### src/rtl/kcti_mem.sv
// Key table memory: one write port, one read port, registered read data.
module kcti_mem #(
    parameter int DEPTH = 64,
    parameter int AW    = 6,
    parameter int W     = 64
) (
    input  logic          aclk,
    input  logic          rd_en,
    input  logic [AW-1:0] rd_addr,
    output logic [W-1:0]  rd_data,
    input  logic          wr_en,
    input  logic [AW-1:0] wr_addr,
    input  logic [W-1:0]  wr_data
);

    logic [W-1:0] mem [DEPTH];
    logic [W-1:0] rd_data_reg;

    // Write port.
    always_ff @(posedge aclk) begin
        if (wr_en) begin
            mem[wr_addr] <= wr_data;
        end
    end

    // Read port with registered read data.
    always_ff @(posedge aclk) begin
        if (rd_en) begin
            rd_data_reg <= mem[rd_addr];
        end
    end

    assign rd_data = rd_data_reg;

endmodule

### config.mk
export PLATFORM = sky130hd
export DESIGN_NAME = kcti_mem
export DESIGN_NICKNAME = d
export VERILOG_FILES = /design/src/rtl/kcti_mem.sv
export SDC_FILE = /design/constraint.sdc
export NUM_CORES = 2
export LEC_CHECK = 0
export CAP_MARGIN = 40
export CELL_PAD_IN_SITES_DETAIL_PLACEMENT = 2
export CELL_PAD_IN_SITES_GLOBAL_PLACEMENT = 2
export CORE_MARGIN = 10
export CORE_UTILIZATION = 52
export DETAILED_ROUTE_END_ITERATION = 16
export DONT_BUFFER_PORTS = 1
export GPL_TIMING_DRIVEN = 0
export PLACE_DENSITY = 0.84
export SYNTH_ARGS = -nofsm -noshare
export SYNTH_HDL_FRONTEND = slang
export SYNTH_SLANG_ARGS = --single-unit
### constraint.sdc
create_clock -name aclk -period 5.95 [get_ports aclk]
set_input_delay 0 -clock aclk [delete_from_list [all_inputs] [get_ports aclk]]
set_output_delay 0 -clock aclk [all_outputs]
set_load 0.03 [all_outputs]
==> flow_metrics.tcl, run 1 <==
set metrics [dict create \
    syn_area_per_cell_um2 23.8 \
    haltStage "3_5_place_dp" \
    die_x_um 569 \
    synth_top_area_frac 0.796 \
    synth_area_mm2 0.157 \
    initial_core_util 0.523 \
    synth.area.top_cells "edfxtp_1 (80%), mux4_2 (15%), mux2i_1 (0.86%)" \
    syn_nets 6677 \
    ys_seq_area_frac 0.796 \
    ys_types 32 \
    gp_congestion 0.820 \
    ys_seq_elements 4160 \
    port_buffers 0 \
    yosys_warnings 0 \
    netlist_instances 6598 \
    yosys.area.top_type "edfxtp_1" \
    num_rows 201 \
    outcome "aborted with a tool error" \
    hpwl_um 469000 \
    die_h_um 569 \
    ios 143 \
    tool.error "[ERROR DPL-0033] detailed placement checks failed during check placement." \
]
[per-stage QoR]
step              setup slack, ns  setup TNS (ns)
global placement            -6.02        -6833.18
floorplan                   0.514               0
[cells in the mapped netlist (all sizes together)]
cell type	n
nor2b	28
nor3	2
edfxtp	4160
nand3b	2
mux2i	135
and3	64
nand4	2
and2	3
o221ai	38
a41oi	26
nor2	112
clkbuf	140
a31o	1
nand2b	11
a22oi	168
or3b	1
inv	19
nand4b	1
a2bb2oi	19
buf	230
a211oi	63
a22o	88
o22ai	83
or2	28
a31oi	18
nand2	58
or3	29
nand3	45
mux4	1024
[logic make-up after synthesis]
logic type	share of synthesized area
buffers and inverters	0.0118
muxes	0.156
and+or+nand+nor	0.0123
AOI/OAI and AO/OA	0.0247
DFF	0.796
==> run 2, diff against run 1 <==
==> config.mk (replaced) <==
export PLATFORM = sky130hd
export DESIGN_NAME = kcti_mem
export DESIGN_NICKNAME = d
export VERILOG_FILES = /design/src/rtl/kcti_mem.sv
export SDC_FILE = /design/constraint.sdc
export NUM_CORES = 2
export LEC_CHECK = 0
export CAP_MARGIN = 40
export CORE_MARGIN = 10
export CORE_UTILIZATION = 40
export DETAILED_ROUTE_END_ITERATION = 16
export DONT_BUFFER_PORTS = 1
export GPL_TIMING_DRIVEN = 0
export PLACE_DENSITY_LB_ADDON = 0.15
export SYNTH_ARGS = -nofsm -noshare
export SYNTH_HDL_FRONTEND = slang
export SYNTH_SLANG_ARGS = --single-unit
==> run 2 against run 1 <==
The flow now finishes, with violations (antenna rules). Synthesized area unchanged. Synthesized cell count unchanged.
==> flow_metrics.tcl, run 2 <==
set metrics [dict create \
    drtAntennaViolNets 1 \
    htree_levels 5 \
    ir_drop_uv 240 \
    critical-path-max-stage-delay_ns 0.71 \
    track_usage 0.216 \
    post-route-period-util 0.563 \
    clockBufferDepth 4 \
    postPlaceCellArea_mm2 0.170 \
    vias 76500 \
    ys_seq_area_frac 0.796 \
    insertion_delay_ns 0.97 \
    overflow 0 \
    largest_register_ffs 4096 \
    syn_area_per_cell_um2 23.8 \
    final_area_mm2 0.186 \
    yosys.area.top_type "edfxtp_1" \
    synth-main-ff-cell "edfxtp_1" \
    grt_start_max_net_pins 65 \
    syn_nets 6677 \
    die_h_um 646 \
    yosysMostFrequentCell "edfxtp_1" \
    hpwl_um 309000 \
    yosys_warnings 0 \
    gp_congestion 0.789 \
    final_common_cell "edfxtp_1" \
    worstPathArrival_ns 4.01 \
    path_buf_inv 10 \
    hold_viol 0 \
    worstPathCellList "dlygate4sd3_1 -> clkbuf_1 -> nand4b_1 -> dlygate4sd3_1 -> nor3_2 -> buf_6 -> buf_4 -> buf_6 -> buf_4 -> buf_6 -> buf_4 -> buf_4" \
    num_rows 229 \
    ys_types 32 \
    port_buffers 0 \
    hp-class "in2reg" \
    netlist_instances 6598 \
    tightest_slew_ns 1.08 \
    drc_errors 0 \
    ys_seq_elements 4160 \
    rsz0062_at_grt "no" \
    drtIter0Drc 9307 \
    synth_top_area_frac 0.796 \
    synth.top_cells.by_count "edfxtp_1 (4,160), mux4_2 (1,024), buf_2 (170)" \
    clock-sinks 4160 \
    synth_area_mm2 0.157 \
    die_area_mm2 0.418 \
    first_pass_iters 5 \
    crit_slowest_cell "dlygate4sd3_1" \
    slew_viol_final 0 \
    root_buffer "clkbuf_16" \
    min_period_ns 3.35 \
    maxCapViolCount 0 \
    startpoint_type "input port" \
    initial_core_util 0.403 \
    path_clk_slew_ns 0.06 \
    cp.required_ns 6.61 \
    fin_nets 7623 \
    relSlewSlack 0.277 \
    die_x_um 646 \
    cts_tree "built" \
    wl_um 460000 \
    core_mm2 0.390 \
    post_cts_buffers 0 \
    violations "antenna rules" \
    power.density_mw_per_mm2 334 \
    finClkSkew_ns 0.0548 \
    final_cell_mix "edfxtp_1 (4,160), mux4_2 (1,024), clkbuf_16 (441)" \
    cp_common_cell "buf_4" \
    numCtsBuffers 430 \
    crit_fanout 9 \
    finalPower_uw 62100 \
    grt_pass1_wl_um 635000 \
    antenna_found_initial 44 \
    leakage_uw 0.0582 \
    worst-setup-path-type "in2reg" \
    crit_family "buffers and inverters" \
    end_kind "flip-flop" \
    synth.area.top_cells "edfxtp_1 (80%), mux4_2 (15%), mux2i_1 (0.86%)" \
    syn2layout_area_growth_pct 18.7 \
    synth-edff-count 4160 \
    drive_above_1_share 0.291 \
    ios 143 \
    wl_per_cell_um 35.1 \
    setup_violations 0 \
    synthArstFlopShare 0 \
    outcome "finished with violations" \
    vias_per_cell 5.83 \
    fmax_mhz 298 \
    grt_pass1_vias 77900 \
]
==> run 2: cell counts after synthesis <==
Identical to the previous run, type by type.
==> run 2: layer usage <==
layer,vias to the layer above,track usage,share of wire
met1,42100,0.300,0.41
met3,622,0.0394,0.074
li1,30600,-,-
met4,8,0.0591,0.031
met5,-,0,0.00011
met2,3136,0.353,0.48
==> run 2: cells by family after synthesis <==
group | share of synthesized area
DFF | 0.796
AOI/OAI and AO/OA | 0.0247
and+or+nand+nor | 0.0123
muxes | 0.156
buffers and inverters | 0.0118
==> run 2: timing repair <==
item | 4_1_cts | 5_1_grt
gates resized for setup | 0 | 0
hold buffers | 189 | 4
hold endpoints to repair | 4415 | 220
==> run 2: through the flow <==
step / setup slack (ns) / std cells / utilization / hold WS [ns] / setup TNS (ns)
3_3_place_gp: -6.54 / 11800 / 0.419 / 0.105 / -8680.96
5_1_grt: 2.56 / 13100 / 0.478 / 0.0379 / 0
6_report: 2.60 / 13100 / 0.478 / 0.0489 / 0
3_5_place_dp: 1.59 / 12100 / 0.435 / 0.105 / 0
2_1_floorplan: 0.514 / 6598 / - / 0.0989 / 0
4_1_cts: 2.77 / 13100 / 0.477 / 0.000166 / 0
==> run 2: cell type report <==
class | count | area (µm²)
antenna | 20 | 50.0
sequential | 4160 | 125000
buffer | 370 | 1780
timing repair buffer | 514 | 8840
multi-input combinational | 2049 | 30700
inverter | 19 | 71.3
clock inverter | 242 | 2020
fill | 31500 | 204000
clock buffer | 537 | 11400
tap | 5197 | 6500
==> run 2: where the power goes <==
part	switching [µW]	leakage, µW	internal, µW	total [µW]
Clock	11200	0.00656	14800	26000
Combinational	2210	0.0141	1240	3450
Sequential	165	0.0375	32500	32700
==> run 2: worst paths after layout <==
check                            startpoint          end  slack (ns)  depth (start not counted)
worst min-delay path            wr_data[13]  mem[58][13]        0.05                          2
worst min register to register  mem[39][34]  rd_data[34]        1.00                          4
worst max-delay path             wr_addr[5]  mem[48][36]        2.60                         12
worst max register to register  mem[55][47]  rd_data[47]        3.16                          6
==> run 2: worst register-to-register path, cell delays in order, from the launching register on <==
cell and delay [ns]:
edfxtp_1 0.36, mux4_2 0.47, mux2i_1 0.27, o22ai_1 0.33, a31oi_1 0.70, a211oi_1 0.21, buf_2 0.23
Power figures use the tool's default switching activity.
