===== config.mk =====
export PLATFORM = sky130hd
export DESIGN_NAME = kcti_interp
export DESIGN_NICKNAME = d
export VERILOG_FILES = /design/src/rtl/kcti_pkg.sv /design/src/rtl/kcti_interp.sv
export SDC_FILE = /design/constraint.sdc
export NUM_CORES = 2
export LEC_CHECK = 0
export ABC_AREA = 1
export BUFFER_PORTS_ARGS = -buffer_cell sky130_fd_sc_hd__buf_2
export CAP_MARGIN = 20
export CELL_PAD_IN_SITES_DETAIL_PLACEMENT = 0
export CELL_PAD_IN_SITES_GLOBAL_PLACEMENT = 2
export CORE_MARGIN = 1.5
export CORE_UTILIZATION = 36
export CTS_CLUSTER_DIAMETER = 40
export DETAILED_ROUTE_END_ITERATION = 10
export GPL_TIMING_DRIVEN = 1
export PLACE_DENSITY_LB_ADDON = 0.12
export SLEW_MARGIN = 20
export SYNTH_ARGS = -nofsm -noshare
export SYNTH_HDL_FRONTEND = slang
export SYNTH_SLANG_ARGS = --single-unit

===== constraint.sdc =====
create_clock -name aclk -period 6.4 [get_ports aclk]
set_input_delay 0 -clock aclk [delete_from_list [all_inputs] [get_ports aclk]]
set_output_delay 0 -clock aclk [all_outputs]
set_load 0.005 [all_outputs]

===== src/rtl/kcti_pkg.sv =====
// Shared constants, codes and state types of the keyframe curve interpolator.
package kcti_pkg;

    localparam int MAX_KEYS_DEF  = 64;
    localparam int FRAC_BITS_DEF = 16;
    localparam int DATA_W        = 32;
    localparam int FUNC_W        = 2;
    localparam int INDEX_W       = 6;
    localparam int STAT_W        = 2;
    localparam int COUNT_OUT_W   = 7;
    localparam int MODE_W        = 2;

    localparam logic [FUNC_W-1:0] FUNC_ADD    = 2'd0;
    localparam logic [FUNC_W-1:0] FUNC_REMOVE = 2'd1;
    localparam logic [FUNC_W-1:0] FUNC_SET    = 2'd2;
    localparam logic [FUNC_W-1:0] FUNC_EVAL   = 2'd3;

    localparam logic [STAT_W-1:0] STAT_OK        = 2'd0;
    localparam logic [STAT_W-1:0] STAT_BAD_INDEX = 2'd1;
    localparam logic [STAT_W-1:0] STAT_FULL      = 2'd2;

    localparam logic [MODE_W-1:0] MODE_CONST  = 2'd0;
    localparam logic [MODE_W-1:0] MODE_LINEAR = 2'd1;
    localparam logic [MODE_W-1:0] MODE_SMOOTH = 2'd2;
    localparam logic [MODE_W-1:0] MODE_RESET  = MODE_LINEAR;

    typedef enum logic [3:0] {
        ST_IDLE,
        ST_SCAN,
        ST_DECIDE,
        ST_SHR_RD,
        ST_SHR_WR,
        ST_SHL_RD,
        ST_SHL_WR,
        ST_PUT,
        ST_EVAL,
        ST_DONE
    } kcti_state_t;

    typedef enum logic [2:0] {
        IS_IDLE,
        IS_DIV,
        IS_SQ,
        IS_CUBE,
        IS_MUL,
        IS_OUT
    } kcti_istate_t;

endpackage


===== src/rtl/kcti_interp.sv =====
// Interpolation unit: restoring divider for the fraction, smoothstep and blend multiplies.
module kcti_interp #(
    parameter int FRAC_BITS = kcti_pkg::FRAC_BITS_DEF
) (
    input  logic               aclk,
    input  logic               aresetn,
    input  logic               start,
    input  logic               smooth,
    input  logic [32:0]        diff,
    input  logic [32:0]        span,
    input  logic signed [31:0] left_value,
    input  logic signed [32:0] delta,
    output logic               done,
    output logic signed [31:0] result
);
    import kcti_pkg::*;

    localparam int SW   = 33;
    localparam int RW   = SW + 1;
    localparam int CNTW = $clog2(FRAC_BITS + 1);
    localparam int PW   = SW + FRAC_BITS + 2;
    localparam logic [PW-1:0] ROUND = (PW'(1) << FRAC_BITS) - PW'(1);

    kcti_istate_t state_reg, state_next;
    logic [CNTW-1:0]        cnt_reg, cnt_next;
    logic [RW-1:0]          rem_reg, rem_next;
    logic [SW-1:0]          span_reg, span_next;
    logic [FRAC_BITS-1:0]   quo_reg, quo_next;
    logic [FRAC_BITS-1:0]   t2_reg, t2_next;
    logic [FRAC_BITS:0]     w_reg, w_next;
    logic signed [PW-1:0]   prod_reg, prod_next;
    logic                   smooth_reg, smooth_next;
    logic signed [31:0]     lv_reg, lv_next;
    logic signed [32:0]     dv_reg, dv_next;

    logic [RW-1:0]            rem_sh;
    logic                     rem_ge;
    logic [2*FRAC_BITS-1:0]   sq_full;
    logic [FRAC_BITS+1:0]     kfac;
    logic [2*FRAC_BITS+1:0]   cube_full;
    logic signed [PW-1:0]     mul_full;
    logic signed [PW-1:0]     prod_adj;
    logic signed [PW-1:0]     prod_shr;

    // Datapath pieces, one multiply or one subtract per cycle.
    always_comb begin
        rem_sh    = {rem_reg[RW-2:0], 1'b0};
        rem_ge    = rem_sh >= {1'b0, span_reg};
        sq_full   = quo_reg * quo_reg;
        kfac      = ((FRAC_BITS+2)'(3) << FRAC_BITS) - {1'b0, quo_reg, 1'b0};
        cube_full = (2*FRAC_BITS+2)'(t2_reg) * (2*FRAC_BITS+2)'(kfac);
        mul_full  = dv_reg * $signed({1'b0, w_reg});
        prod_adj  = prod_reg[PW-1] ? (prod_reg + $signed(ROUND)) : prod_reg;
        prod_shr  = prod_adj >>> FRAC_BITS;
    end

    // Sequencer of the unit.
    always_comb begin
        state_next  = state_reg;
        cnt_next    = cnt_reg;
        rem_next    = rem_reg;
        span_next   = span_reg;
        quo_next    = quo_reg;
        t2_next     = t2_reg;
        w_next      = w_reg;
        prod_next   = prod_reg;
        smooth_next = smooth_reg;
        lv_next     = lv_reg;
        dv_next     = dv_reg;
        done        = 1'b0;
        result      = lv_reg + prod_shr[31:0];
        case (state_reg)
            IS_IDLE: begin
                if (start) begin
                    rem_next    = {1'b0, diff};
                    span_next   = span;
                    cnt_next    = '0;
                    quo_next    = '0;
                    smooth_next = smooth;
                    lv_next     = left_value;
                    dv_next     = delta;
                    state_next  = IS_DIV;
                end
            end
            IS_DIV: begin
                // One quotient bit per cycle.
                rem_next = rem_ge ? (rem_sh - {1'b0, span_reg}) : rem_sh;
                quo_next = {quo_reg[FRAC_BITS-2:0], rem_ge};
                cnt_next = cnt_reg + CNTW'(1);
                if (cnt_reg == CNTW'(FRAC_BITS - 1)) begin
                    state_next = IS_SQ;
                end
            end
            IS_SQ: begin
                t2_next = sq_full[2*FRAC_BITS-1:FRAC_BITS];
                if (smooth_reg) begin
                    state_next = IS_CUBE;
                end else begin
                    w_next     = {1'b0, quo_reg};
                    state_next = IS_MUL;
                end
            end
            IS_CUBE: begin
                w_next     = cube_full[2*FRAC_BITS:FRAC_BITS];
                state_next = IS_MUL;
            end
            IS_MUL: begin
                prod_next  = mul_full;
                state_next = IS_OUT;
            end
            IS_OUT: begin
                done       = 1'b1;
                state_next = IS_IDLE;
            end
            default: begin
                state_next = IS_IDLE;
            end
        endcase
    end

    // Control state.
    always_ff @(posedge aclk) begin
        if (!aresetn) begin
            state_reg <= IS_IDLE;
        end else begin
            state_reg <= state_next;
        end
    end

    // Datapath registers.
    always_ff @(posedge aclk) begin
        cnt_reg    <= cnt_next;
        rem_reg    <= rem_next;
        span_reg   <= span_next;
        quo_reg    <= quo_next;
        t2_reg     <= t2_next;
        w_reg      <= w_next;
        prod_reg   <= prod_next;
        smooth_reg <= smooth_next;
        lv_reg     <= lv_next;
        dv_reg     <= dv_next;
    end

endmodule


==> Word-level counts from Yosys, hierarchy flattened <==
Cells that the tools add are included.
{ "word_totals": {"regBits": 240, "latchBits": 0, "ram_bits": 0, "romBits": 0, "inputBits": 135, "output_inout_bits": 33, "memories": 0} }
{ "op_classes": {"add_sub_neg": 5, "mul": 3, "div_mod_pow": 0, "order_cmp": 1, "eq_ne": 9, "shift": 0, "n_mux": 15, "n_bitwise": 0, "n_reduce_logical": 7} }
{ "ops": {"columns": ["cell", "n"], "rows": [
  ["2-to-1 mux 33 bit", 2],
  ["case mux 33 bit (2 select lines)", 1],
  ["multiplier 33 x 18 -> 51 bit", 1],
  ["adder 48 x 17 -> 48 bit (second input constant)", 1],
  ["2-to-1 mux 48 bit", 1],
  [">= comparator 34 x 33 -> 1 bit", 1],
  ["case mux 17 bit (2 select lines)", 1],
  ["multiplier 16 x 18 -> 33 bit", 1],
  ["subtractor 33 bit", 1],
  ["adder 32 bit", 1],
  ["multiplier 16 x 16 -> 32 bit", 1],
  ["case mux 16 bit (2 select lines)", 1],
  ["subtractor 18 x 17 -> 18 bit (first input constant)", 1],
  ["2-to-1 mux 17 bit", 1],
  ["2-to-1 mux 16 bit", 1],
  ["case mux 3 bit (5 select lines)", 1],
  ["case mux 5 bit (2 select lines)", 1],
  ["2-to-1 mux 3 bit", 3],
  ["AND reduction 2 bit", 4],
  ["equality test 3 x 2 -> 1 bit (second input constant)", 2],
  ["equality test 3 bit (second input constant)", 2],
  ["inequality test 2 bit (second input constant)", 3],
  ["adder 5 x 1 -> 5 bit (second input constant)", 1],
  ["equality test 5 x 4 -> 1 bit (second input constant)", 1],
  ["other kinds (5)", 6]
]} }

==> Depth between registers and ports, before layout <==
{ "depth": {"ltp_word": 3, "depth_mapped": 36, "ltp_nobuf": 34} }

==> Worst setup path after synthesis <==
No wires, ideal clock.
{ "synth_timing": {"kind": "register -> register", "startpoint": "register quo_reg[1]", "endpoint": "register w_reg[8] (data pin)", "setup_ps": 253, "arrival_ps": 6211, "required_time_ps": 6147, "slack_ps": -64, "path_stages_with_launch": 36, "synth_period_minus_slack_ps": 6464, "path_cell_list": "edfxtp_1 buf_2 inv_1 ha_1 nand3_2 nor2_1 nand2_1 nor2_2 inv_2 nor2_4 inv_2 o21ai_2 nand2_2 inv_2 buf_6 nand2_1 fa_1 fa_1 inv_1 fa_1 fa_1 fa_1 inv_1 fa_1 inv_1 ha_1 nand2_1 nor2_1 inv_1 nor2_1 inv_1 or2_2 nand3_1 nand2_1 nand3_1 nand2_1"} }
{ "synth_between": {"elab_chain_len": 3} }
{ "synth_lines": {"columns": ["element", "line", "text"], "rows": [
  ["from (decl)", "kcti_interp.sv:28", "logic [FRAC_BITS-1:0] quo_reg, quo_next;"],
  ["from (signal assigned)", "kcti_interp.sv:135", "quo_reg <= quo_next;"],
  ["subtractor 18 x 17 -> 18 bit", "kcti_interp.sv:50", "kfac = ((FRAC_BITS+2)'(3) << FRAC_BITS) - {1'b0, quo_reg, 1'b0};"],
  ["multiplier 16 x 18 -> 33 bit", "kcti_interp.sv:51", "cube_full = (2*FRAC_BITS+2)'(t2_reg) * (2*FRAC_BITS+2)'(kfac);"],
  ["case mux 17 bit (2 select lines)", "kcti_interp.sv:72", "case (state_reg)"],
  ["via w_next[8]", "kcti_interp.sv:30", "logic [FRAC_BITS:0] w_reg, w_next;"],
  ["to (signal assigned)", "kcti_interp.sv:137", "w_reg <= w_next;"],
  ["to (decl)", "kcti_interp.sv:30", null]
]} }
The timed path passes the listed nets, and every way through them passes these cells.
A chain may end at the register's enable or synchronous reset.

==> Worst setup path after layout <==
{ "layout_timing": {"startpoint": "register quo_reg[0]", "endpoint": "register w_reg[13] (data pin)"} }
Same word-level chain as after synthesis.

==> flow_metrics.env <==
export IMPL_status="complete, but fails checks"
export IMPL_violations="negative setup slack"
export IMPL_port_buffers=167
export IMPL_cts_root_buffer="clkbuf_16"
export IMPL_finalCritPeriodShare_pct=102
export IMPL_synth_main_ff_cell="edfxtp_1"
export IMPL_fmax_mhz=153
export IMPL_worstPathMaxFanout=4
export IMPL_insertion_delay_ns=0.69
export IMPL_cap_violations=0
export IMPL_cts_sinks=238
export IMPL_slowest_stage="fa_2"
export IMPL_crit_arrival_ns=6.92
export IMPL_ys_ff_latch=238
export IMPL_netlist_area_um2=51600
export IMPL_synth_edff_count=235
export IMPL_slowest_delay_ns=0.56
export IMPL_nets=8719
export IMPL_clk_path_buf_depth=3
export IMPL_period_minus_slack_ns=6.52
export IMPL_antennaDiodeCount=0
export IMPL_grt_max_degree=90
export IMPL_cts_inserted_buffers=60
export IMPL_worst_pin_slew_ns=1.03
export IMPL_io_pins=168
export IMPL_fin_area_um2=62400
export IMPL_netlist_area_leader_share_pct=35.2
export IMPL_slew_viol_final=0
export IMPL_required_ns=6.80
export IMPL_drive_gt1_share_pct=12.5
export IMPL_fill_cells=14700
export IMPL_largest_reg_flops=49
export IMPL_regArea_um2=7120
export IMPL_async_flop_share_pct=0
export IMPL_multi_input_area_um2=37400
export IMPL_rsz0062_at_grt="true"
export IMPL_via_per_inst=4.66
export IMPL_synth_most_common_cell="inv_1"
export IMPL_syn_num_nets=8090
export IMPL_ys_seq_area_share_pct=13.8
export IMPL_critPathLaunchType="flip-flop"
export IMPL_path_clk_slew_ns=0.05
export IMPL_dp_hpwl_um=144000
export IMPL_synth_distinct_cells=48
export IMPL_whs_path_depth=2
export IMPL_htreeDepth=2
export IMPL_firstDrtPassIters=6
export IMPL_grt_pass1_vias=46600
export IMPL_dieArea_um2=146000
export IMPL_yosysWarnings=0
export IMPL_drt_wl_total_um=173000
export IMPL_coreArea_um2=142000
export IMPL_worst_setup_path_type="reg -> reg"
export IMPL_grt_overflow=0
export IMPL_stdcell_count=9230
export IMPL_cts_tree="yes"
export IMPL_syn_inst=6663
export IMPL_synth_commonest_cells="inv_1 (1830), nand2_1 (1706), fa_1 (907)"
export IMPL_wire_per_inst_um=18.7
export IMPL_die_w_um=381
export IMPL_holdWs_ns=0.0395
export IMPL_drc_errors=0
export IMPL_ys_top_cells_by_area="fa_1 (35%), edfxtp_1 (14%), inv_1 (13%)"
export IMPL_dieHeight_um=381
export IMPL_maxSlewHeadroom_pct=31.3
export IMPL_avgSynthCellArea_um2=7.74
export IMPL_hold_viol_final=0
export IMPL_drt_initial_drc_count=2107
export IMPL_initial_core_util_pct=36.3
export IMPL_finalSetupViolCount=17
export IMPL_finalClockSkew_ns=0.0606
export IMPL_ant_nets=0
export IMPL_grtUsageTotal_pct=24.3
export IMPL_antenna_found_initial=1
export IMPL_grt_pass1_wl_um=272000
export IMPL_endpoint_kind="flip-flop"
export IMPL_gp_congestion=0.891
export IMPL_placed_area_um2=57400
export IMPL_synth_top_area_cell="fa_1"
export IMPL_finalWorstSetupSlack_ns=-0.117
export IMPL_rows=138
export IMPL_dp_cells=8905
export IMPL_vias=43000
export IMPL_hold_path_class="in -> reg"
export IMPL_rr_worst_depth=33
export IMPL_area_delta_synth_final_pct=21.0
[logic make-up (layout without fill, tap and decap cells)]
family,Yosys count,after routing,share of synthesized area [%]
DFF,238,238,13.8
adders and majority gates,1292,1292,44.6
buffers and inverters,2063,2740,15.2
AOI/OAI and AO/OA,371,371,3.98
xor gates and xnor gates,140,140,2.38
and+or+nand+nor,2559,2559,20.1
[final timing paths]
check / startpoint / end / slack [ns]
hold / removal: span[11] / span_reg[11] / 0.04
setup / recovery: quo_reg[0] / w_reg[13] / -0.12
setup reg to reg: quo_reg[0] / w_reg[13] / -0.12
hold reg to reg: cnt_reg[0] / cnt_reg[0] / 0.63
[metal layers]
metal | global-route usage (%) | part of all wire, %
met5 | 0 | 0
met1 | 33.9 | 47
met2 | 41.2 | 47
met3 | 2.44 | 3.7
met4 | 4.19 | 1.6
[area by class of cell]
type	count	area share (%)
multi-input combinational	4362	60.0
sequential	238	11.4
inverter	1847	11.2
timing repair buffer	782	10.3
tap	1890	3.79
clock buffer	62	2.42
clock inverter	48	0.879
timing repair inverter	1	0.00802
[worst max-delay path, delay by kind of cell, from the launching register on]
family	cells	cell delay, ns
AO/OA/AOI/OAI	2	0.29
adder cells (fa/ha/maj)	7	3.30
buffers and inverters	7	0.51
flip-flops	1	0.39
AND/OR/NAND/NOR	17	1.78
[placed cells by master, fill, tap and decap left out, types with 45 or more instances in the layout]
master         count
fa_1             899
inv_1           1806
nand2_1         1679
o21ai_0           84
nand3_1          236
nor3_1            52
clkbuf_16         60
buf_2            167
nor2_1           405
edfxtp_1         235
nand4_1           45
ha_1             368
xor2_1            85
a21oi_1          161
buf_4            390
dlygate4sd3_1    170
xnor2_1           55
[timing repair]
item                                   4_1_cts  5_1_grt
pin swaps                                   78       67
buffers inserted                            17       27
setup endpoints to repair                   17       24
hold buffers                               170        0
endpoints found under the hold margin      145        0
gates cloned                                 0        1
gates resized for setup                    143       93
[through the flow]
stage               util [%]  setup slack [ns]  TNS, ns
global route            43.9            -0.406    -5.81
detailed placement      40.5            -0.404    -5.39
finish                  43.9            -0.117    -1.16
floorplan                  -           0.00529        0
global placement        40.5            -0.369    -4.22
CTS                     43.6           -0.0937   -0.720
Power is left out: the tool's default activity adds up to more than one toggle a clock period on the data nets, which glitch-free logic cannot reach.
